**config.mk**
```make
export PLATFORM = sky130hd
export DESIGN_NAME = biquad_df2_multichannel_filter
export DESIGN_NICKNAME = d
export VERILOG_FILES = /design/src/bq_pkg.sv /design/src/bq_ram.sv /design/src/bq_ctrl.sv /design/src/bq_dp.sv /design/src/biquad_df2_multichannel_filter.sv
export VERILOG_INCLUDE_DIRS = /design/src /design/src/src
export SDC_FILE = /design/constraint.sdc
export NUM_CORES = 2
export LEC_CHECK = 0
export ABC_CLOCK_PERIOD_IN_PS = 11700
export BUFFER_PORTS_ARGS = -buffer_cell sky130_fd_sc_hd__buf_2
export CAP_MARGIN = 20
export CELL_PAD_IN_SITES_DETAIL_PLACEMENT = 0
export CELL_PAD_IN_SITES_GLOBAL_PLACEMENT = 1
export CORE_MARGIN = 4
export CORE_UTILIZATION = 53
export CTS_CLUSTER_SIZE = 20
export DETAILED_ROUTE_END_ITERATION = 12
export PLACE_DENSITY = 0.85
export SYNTH_ARGS = -nofsm -noshare
export SYNTH_HDL_FRONTEND = slang
export SYNTH_SLANG_ARGS = --single-unit
```
**constraint.sdc**
```tcl
create_clock -name clk -period 11.7 [get_ports clk]
set_clock_uncertainty 0.2 [all_clocks]
set_input_delay 0.585 -clock clk [delete_from_list [all_inputs] [get_ports clk]]
set_output_delay 0.585 -clock clk [all_outputs]
set_load 0.005 [all_outputs]
```
**src/biquad_df2_multichannel_filter_macros.svh**
```systemverilog
// Assertion macros for the biquad filter block.
// Used by the top level; expects clk and rst_n in scope.
`ifndef BIQUAD_DF2_MULTICHANNEL_FILTER_MACROS_SVH
`define BIQUAD_DF2_MULTICHANNEL_FILTER_MACROS_SVH

// ante true now -> cons true now
`define BQ_ASSERT_NOW(lbl, ante, cons, msg) \
    lbl: assert property (@(posedge clk) disable iff (!rst_n) (ante) |-> (cons)) \
        else $error(msg);

// ante true now -> cons true in the next cycle
`define BQ_ASSERT_NEXT(lbl, ante, cons, msg) \
    lbl: assert property (@(posedge clk) disable iff (!rst_n) (ante) |=> (cons)) \
        else $error(msg);

`endif

```
**src/bq_pkg.sv**
```systemverilog
// Shared constants, types and codes for the biquad filter block.
// No dependencies.
package bq_pkg;

    localparam int CHANNELS   = 8;
    localparam int CH_AW      = (CHANNELS > 1) ? $clog2(CHANNELS) : 1;

    localparam int SAMPLE_W   = 24;
    localparam int CHAN_W     = 3;
    localparam int COEF_W     = 24;
    localparam int DELAY_W    = 32;
    localparam int PROD_W     = COEF_W + DELAY_W;
    localparam int ACC_W      = PROD_W + 2;
    localparam int FRAC_SHIFT = 18;
    localparam int RND_W      = ACC_W - FRAC_SHIFT;
    localparam int STORE_W    = 2 * DELAY_W;

    localparam int CFG_IDX_W  = 3;
    localparam logic [CFG_IDX_W-1:0] REG_B0 = 3'd0;
    localparam logic [CFG_IDX_W-1:0] REG_B1 = 3'd1;
    localparam logic [CFG_IDX_W-1:0] REG_B2 = 3'd2;
    localparam logic [CFG_IDX_W-1:0] REG_A1 = 3'd3;
    localparam logic [CFG_IDX_W-1:0] REG_A2 = 3'd4;

    localparam logic signed [COEF_W-1:0] B0_RESET = 24'sd262144;

    typedef enum logic [2:0] {
        MUL_NONE = 3'd0,
        MUL_A1W1 = 3'd1,
        MUL_A2W2 = 3'd2,
        MUL_B1W1 = 3'd3,
        MUL_B2W2 = 3'd4,
        MUL_B0W  = 3'd5
    } bq_mul_t;

    typedef struct packed {
        logic    take;     // input beat accepted, start state read
        logic    load;     // capture delay words, seed w accumulator
        bq_mul_t mul_sel;  // operands for the product register
        logic    acw_sub;  // w accumulator minus product
        logic    wsat;     // round and saturate w
        logic    acy_init; // y accumulator from product
        logic    acy_add;  // y accumulator plus product
        logic    write;    // store {w, w1} for the channel
        logic    out_load; // round, saturate y into output register
    } bq_cmd_t;

    typedef struct packed {
        logic out_busy;
    } bq_status_t;

endpackage

```
**src/bq_ram.sv**
```systemverilog
// Generic single-write, single-read RAM with registered read data.
// No dependencies.
module bq_ram #(
    parameter int WIDTH = 8,
    parameter int DEPTH = 8
) (
    input  logic                                     clk,
    input  logic                                     wr_en,
    input  logic [((DEPTH > 1) ? $clog2(DEPTH) : 1)-1:0] wr_addr,
    input  logic [WIDTH-1:0]                         wr_data,
    input  logic                                     rd_en,
    input  logic [((DEPTH > 1) ? $clog2(DEPTH) : 1)-1:0] rd_addr,
    output logic [WIDTH-1:0]                         rd_data
);

    logic [WIDTH-1:0] mem [DEPTH];

    always_ff @(posedge clk)
    begin
        if (wr_en)
        begin
            mem[wr_addr] <= wr_data;
        end
        if (rd_en)
        begin
            rd_data <= mem[rd_addr];
        end
    end

endmodule

```
**src/bq_ctrl.sv**
```systemverilog
// Sequencer for the biquad filter: steps one sample through the shared MAC.
// Depends on bq_pkg.
module bq_ctrl (
    input  logic               clk,
    input  logic               rst_n,
    input  logic               in_valid,
    output logic               in_ready,
    input  bq_pkg::bq_status_t status,
    output bq_pkg::bq_cmd_t    cmd
);
    import bq_pkg::*;

    typedef enum logic [8:0] {
        S_IDLE = 9'b000000001,
        S_LOAD = 9'b000000010,
        S_P1   = 9'b000000100,
        S_P2   = 9'b000001000,
        S_P3   = 9'b000010000,
        S_P4   = 9'b000100000,
        S_P5   = 9'b001000000,
        S_P6   = 9'b010000000,
        S_OUT  = 9'b100000000
    } bq_state_t;

    bq_state_t state_reg;
    bq_state_t state_next;

    assign in_ready = (state_reg == S_IDLE);

    always_comb
    begin
        state_next  = state_reg;
        cmd         = '0;
        cmd.mul_sel = MUL_NONE;
        case (state_reg)
            S_IDLE:
            begin
                if (in_valid)
                begin
                    cmd.take   = 1'b1;
                    state_next = S_LOAD;
                end
            end
            S_LOAD:
            begin
                cmd.load   = 1'b1;
                state_next = S_P1;
            end
            S_P1:
            begin
                cmd.mul_sel = MUL_A1W1;
                state_next  = S_P2;
            end
            S_P2:
            begin
                cmd.acw_sub = 1'b1;
                cmd.mul_sel = MUL_A2W2;
                state_next  = S_P3;
            end
            S_P3:
            begin
                cmd.acw_sub = 1'b1;
                cmd.mul_sel = MUL_B1W1;
                state_next  = S_P4;
            end
            S_P4:
            begin
                cmd.wsat     = 1'b1;
                cmd.acy_init = 1'b1;
                cmd.mul_sel  = MUL_B2W2;
                state_next   = S_P5;
            end
            S_P5:
            begin
                cmd.acy_add = 1'b1;
                cmd.mul_sel = MUL_B0W;
                cmd.write   = 1'b1;
                state_next  = S_P6;
            end
            S_P6:
            begin
                cmd.acy_add = 1'b1;
                state_next  = S_OUT;
            end
            S_OUT:
            begin
                if (!status.out_busy)
                begin
                    cmd.out_load = 1'b1;
                    state_next   = S_IDLE;
                end
            end
            default:
            begin
                state_next = S_IDLE;
            end
        endcase
    end

    always_ff @(posedge clk or negedge rst_n)
    begin
        if (!rst_n)
        begin
            state_reg <= S_IDLE;
        end
        else
        begin
            state_reg <= state_next;
        end
    end

endmodule

```
**src/bq_dp.sv**
```systemverilog
// Datapath for the biquad filter: coefficients, delay store, one multiplier,
// two accumulators and the output register. Depends on bq_pkg and bq_ram.
module bq_dp (
    input  logic                                clk,
    input  logic                                rst_n,
    input  bq_pkg::bq_cmd_t                     cmd,
    output bq_pkg::bq_status_t                  status,
    input  logic                                cfg_valid,
    input  logic [bq_pkg::CFG_IDX_W-1:0]        cfg_index,
    input  logic signed [bq_pkg::COEF_W-1:0]    cfg_data,
    input  logic signed [bq_pkg::SAMPLE_W-1:0]  sample_in,
    input  logic [bq_pkg::CHAN_W-1:0]           chan_index,
    output logic                                out_valid,
    input  logic                                out_ready,
    output logic signed [bq_pkg::SAMPLE_W-1:0]  sample_out,
    output logic [bq_pkg::CHAN_W-1:0]           chan_out
);
    import bq_pkg::*;

    localparam logic signed [ACC_W-1:0] RND_HALF = ACC_W'(1) <<< (FRAC_SHIFT - 1);

    function automatic logic signed [RND_W-1:0] bq_round(input logic signed [ACC_W-1:0] a);
        logic signed [ACC_W-1:0] s;
        s = a + RND_HALF;
        return RND_W'(s >>> FRAC_SHIFT);
    endfunction

    function automatic logic signed [DELAY_W-1:0] sat_w(input logic signed [RND_W-1:0] r);
        logic ovf;
        ovf = (r[RND_W-1:DELAY_W-1] != '0) && (r[RND_W-1:DELAY_W-1] != '1);
        return ovf ? {r[RND_W-1], {(DELAY_W-1){~r[RND_W-1]}}} : r[DELAY_W-1:0];
    endfunction

    function automatic logic signed [SAMPLE_W-1:0] sat_y(input logic signed [RND_W-1:0] r);
        logic ovf;
        ovf = (r[RND_W-1:SAMPLE_W-1] != '0) && (r[RND_W-1:SAMPLE_W-1] != '1);
        return ovf ? {r[RND_W-1], {(SAMPLE_W-1){~r[RND_W-1]}}} : r[SAMPLE_W-1:0];
    endfunction

    logic signed [COEF_W-1:0]  b0_reg, b1_reg, b2_reg, a1_reg, a2_reg;
    logic signed [SAMPLE_W-1:0] x_reg;
    logic [CHAN_W-1:0]          ch_reg;
    logic [CH_AW-1:0]           addr_reg;
    logic                       ok_reg;
    logic [CHANNELS-1:0]        vld_reg;
    logic signed [DELAY_W-1:0]  w1_reg, w2_reg, w_reg;
    logic signed [PROD_W-1:0]   prod_reg;
    logic signed [PROD_W-1:0]   prod_next;
    logic signed [ACC_W-1:0]    accw_reg, accy_reg;
    logic                       out_valid_reg;
    logic                       out_valid_next;
    logic signed [SAMPLE_W-1:0] sample_out_reg;
    logic [CHAN_W-1:0]          chan_out_reg;
    logic [STORE_W-1:0]         rd_data;
    logic                       hit;
    logic signed [COEF_W-1:0]   mul_c;
    logic signed [DELAY_W-1:0]  mul_v;

    bq_ram #(
        .WIDTH (STORE_W),
        .DEPTH (CHANNELS)
    ) u_store (
        .clk     (clk),
        .wr_en   (cmd.write && ok_reg),
        .wr_addr (addr_reg),
        .wr_data ({w_reg, w1_reg}),
        .rd_en   (cmd.take),
        .rd_addr (CH_AW'(chan_index)),
        .rd_data (rd_data)
    );

    // coefficient registers
    always_ff @(posedge clk or negedge rst_n)
    begin
        if (!rst_n)
        begin
            b0_reg <= B0_RESET;
            b1_reg <= '0;
            b2_reg <= '0;
            a1_reg <= '0;
            a2_reg <= '0;
        end
        else if (cfg_valid)
        begin
            case (cfg_index)
                REG_B0:  b0_reg <= cfg_data;
                REG_B1:  b1_reg <= cfg_data;
                REG_B2:  b2_reg <= cfg_data;
                REG_A1:  a1_reg <= cfg_data;
                REG_A2:  a2_reg <= cfg_data;
                default: ;
            endcase
        end
    end

    // channel entries written since reset
    always_ff @(posedge clk or negedge rst_n)
    begin
        if (!rst_n)
        begin
            vld_reg <= '0;
        end
        else if (cmd.write && ok_reg)
        begin
            vld_reg[addr_reg] <= 1'b1;
        end
    end

    always_comb
    begin
        case (cmd.mul_sel)
            MUL_A1W1:
            begin
                mul_c = a1_reg;
                mul_v = w1_reg;
            end
            MUL_A2W2:
            begin
                mul_c = a2_reg;
                mul_v = w2_reg;
            end
            MUL_B1W1:
            begin
                mul_c = b1_reg;
                mul_v = w1_reg;
            end
            MUL_B2W2:
            begin
                mul_c = b2_reg;
                mul_v = w2_reg;
            end
            MUL_B0W:
            begin
                mul_c = b0_reg;
                mul_v = w_reg;
            end
            default:
            begin
                mul_c = '0;
                mul_v = '0;
            end
        endcase
    end

    assign prod_next = PROD_W'(mul_c) * PROD_W'(mul_v);
    assign hit       = ok_reg && vld_reg[addr_reg];

    always_ff @(posedge clk)
    begin
        if (cmd.take)
        begin
            x_reg    <= sample_in;
            ch_reg   <= chan_index;
            addr_reg <= CH_AW'(chan_index);
            ok_reg   <= (int'(chan_index) < CHANNELS);
        end
        if (cmd.load)
        begin
            w1_reg   <= hit ? rd_data[STORE_W-1:DELAY_W] : '0;
            w2_reg   <= hit ? rd_data[DELAY_W-1:0] : '0;
            accw_reg <= ACC_W'(x_reg) <<< FRAC_SHIFT;
        end
        else if (cmd.acw_sub)
        begin
            accw_reg <= accw_reg - ACC_W'(prod_reg);
        end
        if (cmd.mul_sel != MUL_NONE)
        begin
            prod_reg <= prod_next;
        end
        if (cmd.wsat)
        begin
            w_reg <= sat_w(bq_round(accw_reg));
        end
        if (cmd.acy_init)
        begin
            accy_reg <= ACC_W'(prod_reg);
        end
        else if (cmd.acy_add)
        begin
            accy_reg <= accy_reg + ACC_W'(prod_reg);
        end
        if (cmd.out_load)
        begin
            sample_out_reg <= sat_y(bq_round(accy_reg));
            chan_out_reg   <= ch_reg;
        end
    end

    assign out_valid_next = cmd.out_load || (out_valid_reg && !out_ready);

    always_ff @(posedge clk or negedge rst_n)
    begin
        if (!rst_n)
        begin
            out_valid_reg <= 1'b0;
        end
        else
        begin
            out_valid_reg <= out_valid_next;
        end
    end

    assign status.out_busy = out_valid_reg && !out_ready;
    assign out_valid       = out_valid_reg;
    assign sample_out      = sample_out_reg;
    assign chan_out        = chan_out_reg;

endmodule

```
**src/biquad_df2_multichannel_filter.sv**
```systemverilog
// Multichannel direct form II biquad section, top level.
// Depends on bq_pkg, bq_ctrl, bq_dp (bq_ram) and the assertion macro header.
//
// Input channel: in_valid/in_ready with sample_in (Q1.23) and chan_index.
// Output channel: out_valid/out_ready with sample_out (Q1.23, saturated) and
// chan_out, one beat per input beat, in order.
// Config channel: cfg_valid/cfg_ready with cfg_index and cfg_data; indexes
// 0..4 load b0, b1, b2, a1, a2 (Q6.18), others are dropped. Always ready.
// Each sample runs through one shared 24x32 multiplier: five products, each
// registered, with two accumulators; the per-channel delay words live in a
// RAM read once and written once per sample.
// Sequence: each sample steps through the load, product and output states of
// the multiplier sequence before the next input beat can be taken.
// Reset: coefficients return to b0 = 1.0 and the rest zero; every channel's
// delay words read as zero until first written, so no clearing pass is run.
// Stall: the finished result waits in the output register; a new input beat
// is taken once the previous result has moved into that register.
// Channels at or beyond the channel count run with zero state and keep none.
`include "biquad_df2_multichannel_filter_macros.svh"

module biquad_df2_multichannel_filter (
    input  logic                                clk,
    input  logic                                rst_n,
    input  logic                                in_valid,
    output logic                                in_ready,
    input  logic signed [bq_pkg::SAMPLE_W-1:0]  sample_in,
    input  logic [bq_pkg::CHAN_W-1:0]           chan_index,
    output logic                                out_valid,
    input  logic                                out_ready,
    output logic signed [bq_pkg::SAMPLE_W-1:0]  sample_out,
    output logic [bq_pkg::CHAN_W-1:0]           chan_out,
    input  logic                                cfg_valid,
    output logic                                cfg_ready,
    input  logic [bq_pkg::CFG_IDX_W-1:0]        cfg_index,
    input  logic signed [bq_pkg::COEF_W-1:0]    cfg_data
);
    import bq_pkg::*;

    bq_cmd_t    cmd;
    bq_status_t status;

    assign cfg_ready = 1'b1;

    bq_ctrl u_ctrl (
        .clk      (clk),
        .rst_n    (rst_n),
        .in_valid (in_valid),
        .in_ready (in_ready),
        .status   (status),
        .cmd      (cmd)
    );

    bq_dp u_dp (
        .clk        (clk),
        .rst_n      (rst_n),
        .cmd        (cmd),
        .status     (status),
        .cfg_valid  (cfg_valid),
        .cfg_index  (cfg_index),
        .cfg_data   (cfg_data),
        .sample_in  (sample_in),
        .chan_index (chan_index),
        .out_valid  (out_valid),
        .out_ready  (out_ready),
        .sample_out (sample_out),
        .chan_out   (chan_out)
    );

    `BQ_ASSERT_NEXT(a_busy_after_beat, in_valid && in_ready, !in_ready, "ready held after beat")
    `BQ_ASSERT_NOW(a_no_overwrite, cmd.out_load, !(out_valid && !out_ready), "result overwritten")
    `BQ_ASSERT_NEXT(a_out_after_load, cmd.out_load, out_valid, "loaded result not shown")

endmodule

```
After elaboration in Yosys (flattened, before gate mapping)
Memory sizes are Yosys's and may differ from the RTL's. A register that Yosys moved wholly into a read port is not among the register bits.
Cells that the tools add are included.
Widths: inputs -> output; s select.
{ "classes": {"n_addsub": 4, "multipliers": 1, "n_div": 0, "magnitude_cmp": 2, "n_eq_ne": 22, "shifts": 0, "mux": 27, "bitwise_logic": 3, "reduce_logical": 22} }
{ "op_table": {"columns": ["cell", "n"], "rows": [
  ["$mux 58", 4],
  ["$pmux 24 s5", 1],
  ["$add 58x19->58 const B", 2],
  ["$pmux 32 s3", 1],
  ["$pmux 9 s9", 1],
  ["$add 58x56->58", 1],
  ["$sub 58x56->58", 1],
  ["$mul 24x32->56", 1],
  ["$mux 32", 1],
  ["$mux 24", 1],
  ["$mux 9", 2],
  ["$ne 17x17->1 const B", 1],
  ["$reduce_bool 17->1", 1],
  ["$pmux 3 s5", 1],
  ["$eq 3x2->1 const B", 4],
  ["$mux 1", 12],
  ["$reduce_and 2->1", 6],
  ["$eq 3x3->1 const B", 3],
  ["$eq 9x1->1 const B", 1],
  ["$eq 9x2->1 const B", 1],
  ["$eq 9x3->1 const B", 1],
  ["$eq 9x4->1 const B", 1],
  ["$eq 9x5->1 const B", 1],
  ["$eq 9x6->1 const B", 1],
  ["21 further kinds", 31]
]} }
{ "word_totals": {"register_bits": 460, "latchBits": 0, "mem_bits_rw": 512, "mem_bits_ro": 0, "word_cells": 101, "memories": 1} }
{ "mem_list": {"columns": ["name", "words", "word_bits", "rd", "rd_clocked_by_memory_dff", "write_ports", "line_no", "text"], "rows": [
  ["u_dp.u_store.mem", 8, 64, 1, 1, 1, "bq_ram.sv:16", "logic [WIDTH-1:0] mem [DEPTH];"]
]} }

Depth between registers and ports, before layout
{ "logic_depth": {"depth_word": 6, "ltp_mapped": 37, "ltp_nobuf": 34} }

By module
Synthesis repeated with hierarchy kept, for this count alone.
{ "hier_totals": {"hier_cells": 6497, "area_unflattened_um2": 75067.0} }
{ "modules_own_cells": {"columns": ["mod", "instances", "cells_per_inst", "area_per_inst_um2", "seq_area_each_um2"], "rows": [
  ["bq_dp", 1, 5614, 53271.1, 12718.4],
  ["bq_ram", 1, 816, 21187.8, 17296.6],
  ["bq_ctrl", 1, 65, 596.8, 226.5],
  ["biquad_df2_multichannel_filter", 1, 2, 11.3, 0.0]
]} }

Worst setup path after synthesis
No wires, ideal clock.
{ "synth_timing": {"path_kind": "register -> register", "startpoint": "reg u_ctrl.state_reg[3]", "endpoint": "reg u_dp.prod_reg[54] (data pin)", "setup_time_ns": 0.258, "t_arrival_ns": 8.692, "required_time_ns": 11.242, "path_slack_ns": 2.550, "stages_incl_launch_ff": 34, "n_path_buf": 3, "path_cell_list": "dfrtp_1 > or4_1 > or4_4 > nor3b_2 > buf_4 > a222oi_1 > nand2_1 > clkbuf_1 > buf_2 > nand2_1 > fa_1 > inv_1 > fa_1 > inv_1 > fa_1 > inv_1 > fa_1 > fa_1 > fa_1 > inv_1 > fa_1 > inv_1 > ha_1 > nand4_1 > nor3_1 > and2_1 > nand2_1 > o32a_1 > o211a_1 > o31ai_2 > a21oi_1 > o31ai_1 > a21oi_1 > xnor2_1"} }
{ "synth_via": {"elab_chain_cells": 6} }
{ "synth_lines": {"columns": ["element", "line_no", "text"], "rows": [
  ["start: declaration", "bq_ctrl.sv:25", "bq_state_t state_reg;"],
  ["start signal: assignment", "bq_ctrl.sv:108", "state_reg <= state_next;"],
  ["$eq 9x7->1, or another cell as far along", "bq_ctrl.sv:35", "case (state_reg)"],
  ["$pmux 3 s5 *", "bq_ctrl.sv:35", null],
  ["$eq 3x2->1, or another cell as far along", "bq_dp.sv:111", "case (cmd.mul_sel)"],
  ["$reduce_or 2->1 (no line)", null, null],
  ["$pmux 32 s3", "bq_dp.sv:111", null],
  ["$mul 24x32->56 *", "bq_dp.sv:145", "assign prod_next = PROD_W'(mul_c) * PROD_W'(mul_v);"],
  ["named net u_dp.prod_next[54]", "bq_dp.sv:48", "logic signed [PROD_W-1:0] prod_next;"],
  ["end signal: assignment", "bq_dp.sv:169", "prod_reg <= prod_next;"],
  ["end: declaration", "bq_dp.sv:47", "logic signed [PROD_W-1:0] prod_reg;"]
]} }
The timed path passes the listed nets; every way through them passes the cells marked *.
A chain may end at the register's enable or synchronous reset.

Final worst setup path
{ "layout_timing": {"startpoint": "reg u_ctrl.state_reg[2]", "endpoint": "reg u_dp.prod_reg[54] (data pin)"} }
Same word-level chain as after synthesis.

==> results.md <==
* # H-tree levels at 3
* Final #Nets at 7,480
* First-pass GRT wire length at 312 mm
* TritonCTS clock tree: done
* Commonest non-fill, non-tap cells in the layout: inv_1, edfxtp_1, nand2_1
* Lkg Pwr at 32.8 nW
* Most common cell on crit path: fa_1
* CP max stage cell: a222oi_1
* Largest Register: u_dp.u_store.mem
* Pin count of the biggest net entering global routing at between 150 and 200
* Die area at 145,000 µm²
* Crit path largest cell delay at approximately 1100 ps
* Final Power at 9.05 mW
* Routed wire length at between 200 and 250 mm
* GR Util All Layers at 28.7%
* Final Core Density at 58.1%
* Synth cell types at 105
* Crit Path Class: reg -> reg
* Clk Latency, worst-skew pair at between 700 and 800 ps
* FF-to-FF setup slack at between 500 and 600 ps
* Num Clock Sinks at around 1,000
* Flop pwr share at 50.1%
* Routed Antenna Nets at 0
* Met3 GRT Util at 6.19%
* DRC errors left at 0
* Relative slew slack at 13.5%
* Net Sw Power at ~2.5 mW
* DR pass1 iterations at 6
* RSZ-0062 raised after global routing: no
* Clock power frac at 35.6%
* Fmax at 89.4 MHz
* Layout cells sized above 1 at 11.6%
* Pins Over Slew Limit at 0
* Avg Vias per Cell at 5.93
* Post-synth ARST share at roughly an eighth
* Fill cells at 11,004
* Register bit total from synthesis at 1,036
* Met1 Use GR at 39.3%
* Net Count, Synth at 7,403
* Setup bufs post-CTS at 0
* Number of global-route vias before repair at 50,377
* Area leader, netlist: edfxtp_1
* Final Hold Viols at 0
* Worst hold-check path type: in -> reg
* Status: finished, final reports clean
* Max clock buf depth at 3
* Synth top area cells: edfxtp_1, fa_1, inv_1, dfrtp_1, ha_1
* Global route hottest layer: met2
* Final setup violation count at 0
* CTS hold repair buffers at 51
* Worst setup SP type: register
* Post-DP HPWL at 148 mm
* Fin crit period at approximately 11,000 ps
* Max Cap Viol at 0
* Sequential area share after synthesis at 41.1%
* Biggest regs: u_dp.u_store.mem (512), u_dp.u_store.rd_data (64)
* Maximum fanout along the worst path at 16
* Final Cycle Share at 95.7%
* Comb pwr share at 14.3%
* Syn_area_per_cell at 11.7 µm²
* Die Y at roughly 380 µm
* P per Cell Area at 113 nW/µm²
* Initial Utilization at ~53%
* Setup tns final at 0 ps
* Max reg flops at 512
* Grt total ovfl at 0
* Internal power at approximately 6.6 mW
* Synth Instances at 6,293
* Gpl congestion at 0.957
* Primary FF master, synth: edfxtp_1
* Initial antenna violation count at 9
* Placement Setup Slack at 893 ps
* Clock root buffer master: clkbuf_16
* CP delay by family, top: adder cells
* Std-Cell Rows at 136
* EDFF count, synth at 880
* Maximum vdd drop at 0.000145 V
* Synth top area share at 35.9%
* Worst Setup End Kind: register
* Slew @ Worst Pin at about 1300 ps
* Yosys warning count at 0
* Via Count at between 40,000 and 50,000
* Worst setup margin at around 510 ps
* Post-synthesis cell area at 73,500 µm²
* Critical path buffer and inverter count at 6
* Core area at around 140,000 µm²
* Area Growth Syn to Fin at 8.83%
* I/O Pins at 89
* Crit path DAT at approximately 11,000 ps
* DRT iter0 DRCs at 5,068
* Post-CTS Resized at 0
* Worst-path clk slew at around 60 ps
* Die width at 381 µm
* Port Buffers at 87
* Worst Path Required at approximately 12,000 ps
* Avg WL per Cell at 24.8 µm
* Leading cell type in the layout, fill and taps excluded: inv_1
* TritonCTS Buffers at 101
* Met2 Track Usage GR at between 40% and 50%
* Switching part of the total at 27.2%
[worst register-to-register path: cells and delay by family (launching register included)]
| family | cells | cell delay (ps) |
|---|---|---|
| compound gates | 7 | 2550 |
| xor+xnor | 1 | 140 |
| fa+ha+maj | 8 | 3680 |
| buf+inv | 6 | 1270 |
| flops | 1 | 440 |
| simple gates | 9 | 2620 |
[cells in the mapped netlist (9+ instances only)]
library cell / n
xor2_1: 96
a211oi_1: 11
o211ai_1: 16
and3_1: 27
mux2_2: 186
a221oi_1: 11
a31oi_1: 27
nand4_1: 41
a21oi_1: 238
buf_1: 18
fa_1: 785
and4_1: 15
inv_1: 950
dfxtp_1: 18
buf_4: 9
a222oi_1: 9
nand3b_1: 11
ha_1: 266
nand3_1: 79
a22oi_1: 63
o31ai_1: 14
edfxtp_1: 880
a221o_1: 11
o21ai_1: 12
nor4_1: 10
o21bai_1: 21
or2_2: 17
nor2b_1: 81
clkbuf_1: 172
nand2_1: 817
nand2b_1: 23
and2_1: 56
nor2_1: 337
o21ai_0: 197
buf_2: 86
nor3_1: 32
xnor2_1: 127
a21o_1: 92
o21a_1: 17
dfrtp_1: 136
mux4_2: 130
[through the flow]
| step | hold WS (ps) | cell area, µm² | std cells |
|---|---|---|---|
| 6_report | 165 | 80000 | 8253 |
| 5_1_grt | 123 | 80000 | 8251 |
| 4_1_cts | 102 | 80000 | 8249 |
| 3_5_place_dp | 250 | 76200 | 8009 |
| 3_3_place_gp | 241 | 76200 | 8008 |
| 2_1_floorplan | 89.4 | 73500 | 6293 |
[area by class of cell]
type | count | area, µm² | share of cell area, %
antenna | 3 | 7.51 | 0.00938
clock buffer | 131 | 2690 | 3.36
clock inverter | 58 | 561 | 0.700
inverter | 953 | 3580 | 4.48
multi-input combinational | 4017 | 38800 | 48.4
sequential | 1036 | 30200 | 37.8
tap | 1794 | 2240 | 2.80
timing repair buffer | 261 | 1950 | 2.43
[layer usage]
metal / share of wire (%) / vias to the layer above / wire (µm)
li1: - / 21231 / -
met1: 39 / 24817 / 80900
met2: 45 / 2369 / 93200
met3: 9.6 / 479 / 19700
met4: 5.4 / 6 / 11100
met5: 0.020 / - / 40
[power by group through the flow]
| stage | combinational (mW) | clock (mW) | sequential, mW |
|---|---|---|---|
| 2_1_floorplan | 0.885 | 0 | 4.50 |
| 3_3_place_gp | 1.24 | 0 | 4.59 |
| 3_5_place_dp | 1.26 | 0 | 4.60 |
| 4_1_cts | 1.28 | 3.28 | 4.53 |
| 5_1_grt | 1.40 | 3.43 | 4.56 |
| 6_report | 1.29 | 3.23 | 4.53 |
[path summary, 6_finish.rpt]
check	cells past startpoint	start	endpoint
setup / recovery	31	u_ctrl.state_reg[2]	u_dp.prod_reg[54]
min in group asynchronous	2	rst_n	u_dp.b1_reg[3]
max in group asynchronous	3	rst_n	u_dp.vld_reg[1]
hold reg to reg	2	u_dp.accw_reg[7]	u_dp.accw_reg[7]
setup reg to reg	31	u_ctrl.state_reg[2]	u_dp.prod_reg[54]
hold / removal	1	chan_index[2]	u_dp.addr_reg[2]
[cells by family (layout without fill, tap and decap cells)]
logic type | after synthesis | after routing | share of synthesized area (%)
fa+ha+maj | 1051 | 1051 | 25.9
other cells | 1 | 4 | 0.00510
compound gates | 829 | 829 | 7.28
flops | 1036 | 1036 | 41.1
buf+inv | 1240 | 1403 | 6.52
xor+xnor | 223 | 223 | 2.66
simple gates | 1590 | 1590 | 9.60
mux | 323 | 323 | 6.92
(Power assumes the default switching activity.)
